===== src/rtl/core/psts_pkg.sv =====
// ----------------------------------------------------------------------------
// psts_pkg: shared types for the priority sum tree sampler
// Field widths of the request and response, command codes and the packed
// payload structures used on both channels.
// ----------------------------------------------------------------------------
package psts_pkg;

    localparam int unsigned CMD_W = 2;
    localparam int unsigned IDX_W = 10;
    localparam int unsigned PRI_W = 32;
    localparam int unsigned SUM_W = 48;

    typedef enum logic [CMD_W-1:0] {
        CMD_WRITE  = 2'd0,
        CMD_SAMPLE = 2'd1,
        CMD_READ   = 2'd2,
        CMD_PUSH   = 2'd3
    } cmd_t;

    typedef struct packed {
        cmd_t             command;
        logic [IDX_W-1:0] leaf_index;
        logic [PRI_W-1:0] priority_req;
        logic [SUM_W-1:0] target;
    } req_t;

    typedef struct packed {
        logic [IDX_W-1:0] found_index;
        logic [PRI_W-1:0] leaf_priority;
        logic [SUM_W-1:0] total_sum;
    } rsp_t;

endpackage


===== src/rtl/core/psts_out.sv =====
// ----------------------------------------------------------------------------
// psts_out: response register
// Holds one finished response until the consumer takes it, so the walker
// can start on the next request meanwhile.
// ----------------------------------------------------------------------------
module psts_out (
    input  logic            clk,
    input  logic            rst_n,
    input  logic            load,
    input  psts_pkg::rsp_t  res_data,
    output logic            free,
    output logic            rsp_valid,
    input  logic            rsp_ready,
    output psts_pkg::rsp_t  rsp_data
);
    import psts_pkg::*;

    logic valid_reg, valid_next;
    rsp_t data_reg;

    assign free      = !valid_reg || rsp_ready;
    assign rsp_valid = valid_reg;
    assign rsp_data  = data_reg;

    always_comb
    begin
        if (load)
        begin
            valid_next = 1'b1;
        end
        else if (rsp_ready)
        begin
            valid_next = 1'b0;
        end
        else
        begin
            valid_next = valid_reg;
        end
    end

    always_ff @(posedge clk or negedge rst_n)
    begin
        if (!rst_n)
        begin
            valid_reg <= 1'b0;
        end
        else
        begin
            valid_reg <= valid_next;
        end
    end

    always_ff @(posedge clk)
    begin
        if (load)
        begin
            data_reg <= res_data;
        end
    end

endmodule


===== config.mk =====
export PLATFORM = sky130hd
export DESIGN_NAME = psts_out
export DESIGN_NICKNAME = d
export VERILOG_FILES = /design/src/rtl/core/psts_pkg.sv /design/src/rtl/core/psts_out.sv
export SDC_FILE = /design/constraint.sdc
export NUM_CORES = 1
export LEC_CHECK = 0
export ABC_AREA = 1
export BUFFER_PORTS_ARGS = -buffer_cell sky130_fd_sc_hd__buf_4
export CORE_MARGIN = 1.5
export CORE_UTILIZATION = 44
export DETAILED_ROUTE_END_ITERATION = 12
export PLACE_DENSITY = 0.84
export SYNTH_ARGS = -nofsm -noshare
export SYNTH_HDL_FRONTEND = slang
export SYNTH_SLANG_ARGS = --single-unit

===== constraint.sdc =====
create_clock -name clk -period 1.08 [get_ports clk]
set_input_delay 0.216 -clock clk [delete_from_list [all_inputs] [get_ports clk]]
set_output_delay 0.216 -clock clk [all_outputs]
set_load 0.005 [all_outputs]

# Word-level counts from Yosys, hierarchy flattened
# Cells that the tools add are included.
dict set report totals {
  ff_bits 91
  input_bits 94
  out_inout_bits 92
  wordCells 9
}
dict set report classes {
  n_mux 2
  reduce_logical 3
}
# operator n
set op_table {}
lappend op_table {{$mux W1} 2}
lappend op_table {{$reduce_bool A2 Y1} 1}
lappend op_table {{$logic_not A1 Y1} 1}
lappend op_table {{$logic_or A1 B1 Y1} 1}

# Longest topological paths before layout
dict set report logic_depth {
  word_depth 2
  depth_mapped 3
}

# Worst setup path before layout
# OpenSTA, ideal clock, no wires.
dict set report synth_timing {
  path_type {flip-flop to output port}
  from {reg valid_reg (netlist: rsp_valid)}
  to {out free}
  arrival_time_ps 464
  path_slack_ps 400
  stages_incl_launch_ff 2
  n_path_buf 0
  path_cell_list {dfrtp_1 -> nand2_2}
}
dict set report synth_via {
  elab_chain_cells 2
}
# item line_no
set synth_lines {}
lappend synth_lines {{start: declaration} psts_out.sv:18} ;# logic valid_reg, valid_next;
lappend synth_lines {{start signal: assignment} psts_out.sv:49} ;# valid_reg <= valid_next;
lappend synth_lines {{$logic_not A1 Y1} psts_out.sv:21} ;# assign free = !valid_reg || rsp_ready;
lappend synth_lines {{$logic_or A1 B1 Y1} psts_out.sv:21}
lappend synth_lines {{end: declaration} psts_out.sv:11} ;# output logic free,
# No other way between the ends.

# Worst setup path in the final report
# Ends and elaborated chain as after synthesis.

==> metrics.sh <==
TIMING_WORST_SLEW_PIN_VALUE_PS=176.3
POST_DRT_WL_PER_CELL_MICRONS=17.36
MAX_SLEW_MARGIN_PCT=88.25
POST_ROUTE_CELLS_DRIVE_ABOVE_1_SHARE_PCT=68.09
MAX_CAP_VIOL_COUNT=0
GRT_FIRST_PASS_WIRELENGTH_MICRONS=8687
CP_LAUNCH_TYPE='flop'
ROUTE.DETAILED.VIAS_PER_INST=4.485
WP_DATA_REQUIRED_PS=860
PIN_COUNT_OF_THE_BIGGEST_NET_ENTERING_GLOBAL_ROUTING=34
PEAKVDDDROP_uV=1078
SYNTH.FF_LATCH_COUNT=91
CRIT_START='rsp_valid'
CTS.CLK_SLEW.WORST_PATHS_PS=90
CTS_BUFFERS=9
ROUTED-VIA-COUNT=1700
IO-PIN-COUNT=186
POSTLAYOUTSETUPSLACKWORST_PS=-88.73
SKEW_PS=0
CLOCK-ROOT-BUFFER='clkbuf_8'
GRT_SETUP_UNREPAIRED='yes'
CELLLEAKAGEPOWER_nW=1.969
LAYOUT_WORST_PATH_CYCLE_SHARE_PCT=108.2
POSTSYNTHNETCOUNT=189
FINAL-INSTANCE-COUNT-EXCL-FILL=379
PLACE_CONGESTION=0.6883
TIMING.CRITICAL_PATH.TO_TYPE='primary output'
CTS_NUM_SINKS=91
SYN_TO_FINAL_GROWTH_PCT=67.17
GR-TOTAL-OVERFLOW=0
SETUP_VIOL_COUNT_FINAL=12
YS_WARN_COUNT=0
FAILED_CHECKS='setup timing'
LARGEST_FANOUT_ON_THE_CRITICAL_PATH=2
PLACEDCELLCOUNT=358
COUNT_OF_ROUTING_VIOLATIONS_AFTER_THE_OPENING_DETAILED_ROUTE_ITERATION=87
STATUS='finished with violations'
MAXCLOCKFREQUENCY_GHz=0.8556
GRT_PASS1_VIAS=1739
ANTENNA_VIOLATIONS_BEFORE_REPAIR=0
DIE_AREA_SQ_UM=6727
HOLD_SLACK_PS=46.96
NUM_ANTENNA_CELLS=0
SYN_INST=95
FLOORPLAN.DIE.HEIGHT_MICRONS=82.02
WORST_R2R_STARTPOINT='rsp_valid'
DRT_DRC_VIOLATIONS_LEFT=0
R2R_SLACK_PS=-10
MIN-DELAY-START='res_data[14]'
FINAL_PERIOD_MINUS_WORST_SETUP_SLACK_PS=1169
FLOORPLAN.INITIALDENSITY_PCT=45.86
PLACEMENT_ROWS=28
FINAL_HOLD_VIOL_COUNT=0
CLK-INSERTION-DELAY-LATE_PS=340
GRT_UTIL_ALL_LAYERS_PCT=19.09
DIE_OUTLINE_WIDTH_MICRONS=82.02
DRT-PASS1-ITER-COUNT=4
FINAL_NET_COUNT=393
DETAIL-ROUTE-ANTENNA-NETS=0
CORE_SQ_UM=5991
SYNTHESIS.AREA_PER_INSTANCE_SQ_UM=28.92
NETLIST-CELL-TYPE-COUNT=4
FINALMAXSLEWVIOLATIONS=0
YOSYSSEQAREASHARE_PCT=99.27
DRT_WIRELENGTH_MICRONS=6578
CELLPOWERDENSITY_nW_PER_UM2=1585
CRITICALPATHCATEGORY='flop to primary output'
HTREE_NUM_LEVELS=3
PLACE.PORT_BUFFERS=185
CTS_BUFFER_DEPTH=2
HOLD_PATH.CLASS='input pin to flop'
CRITICAL_PATH_ARRIVAL_PS=950
SYN-CELL-AREA_SQ_UM=2748
CLOCK_TREE_FROM_TRITONCTS='yes'
## flip-flops by register name, indices dropped and copies added (netlist names)
| signal | count |
|---|---|
| rsp_valid | 1 |
| rsp_data | 90 |
## final cells by class
type                       instances  area (sq um)
inverter                           2         7.507
tap                               75         93.84
sequential                        91          2728
clock inverter                     6         56.30
fill                             353          1398
multi-input combinational          2         12.51
timing repair buffer             193          1568
clock buffer                      10         127.6
## power by group
group / internal, mW / switching [mW]
Clock: 1.05 / 1.08
Sequential: 4.19 / 0.0889
Combinational: 0.589 / 0.281
Total: 5.83 / 1.45
## placed cells by master, fill, tap and decap left out
| cell type | n |
|---|---|
| nand2_2 | 2 |
| buf_6 | 21 |
| inv_1 | 2 |
| clkbuf_8 | 9 |
| buf_4 | 168 |
| buf_12 | 3 |
| clkinv_2 | 2 |
| clkbuf_1 | 1 |
| bufinv_16 | 1 |
| clkinv_1 | 2 |
| dlygate4sd3_1 | 1 |
| edfxtp_1 | 90 |
| dfrtp_1 | 1 |
| clkinv_4 | 1 |
## final timing paths
kind | end | cells after the start
max in group asynchronous | rsp_valid | 2
setup / recovery | free | 2
setup reg to reg | rsp_valid | 6
hold / removal | rsp_data[14] | 1
min in group asynchronous | rsp_valid | 2
hold reg to reg | rsp_valid | 6
## per-layer routing
| layer | GRT usage, % | up-vias | wire [microns] |
|---|---|---|---|
| li1 | - | 786 | - |
| met1 | 18.97 | 793 | 2067 |
| met2 | 33.61 | 106 | 3655 |
| met3 | 8.333 | 15 | 697 |
| met4 | 9.661 | 0 | 157 |
| met5 | 0 | - | 0 |
## logic make-up (layout without fill, tap and decap cells)
kind of cell / Yosys count / in the layout / share of synthesized area, %
simple gates: 2 / 2 / 0.4553
buf+inv: 2 / 211 / 0.2733
flops: 91 / 91 / 99.27
## timing repair
action,in CTS,in global routing
endpoints found under the setup margin,40,85
hold buffers,1,0
gates resized for setup,7,14
cloned,0,0
buffers inserted,4,0
pin swaps,1,0
endpoints found under the hold margin,1,0
## stage by stage
stage                     utilization (%)  total power, mW  worst slack, ps  TNS (ps)  area, sq um
after floorplan                         -            4.386            400.2         0         2748
after global routing                76.67            7.541           -111.5     -2031         4593
final                               76.67            7.279           -88.73    -270.0         4593
after detailed placement            71.62            5.163            183.7         0         4290
after global placement              71.62            5.131            199.4         0         4290
after CTS                           75.79            7.302           -85.26    -500.1         4541
## synth_stat cells
master     n  area [sq um]
inv_1      2         7.510
edfxtp_1  90          2703
dfrtp_1    1         25.02
nand2_2    2         12.51
## worst max-delay path, cell delays in order, from the launching register on
cell     delay, ps
dfrtp_1        410
nand2_2        100
buf_6          100
No activity file was read; power rests on OpenSTA's default activity.
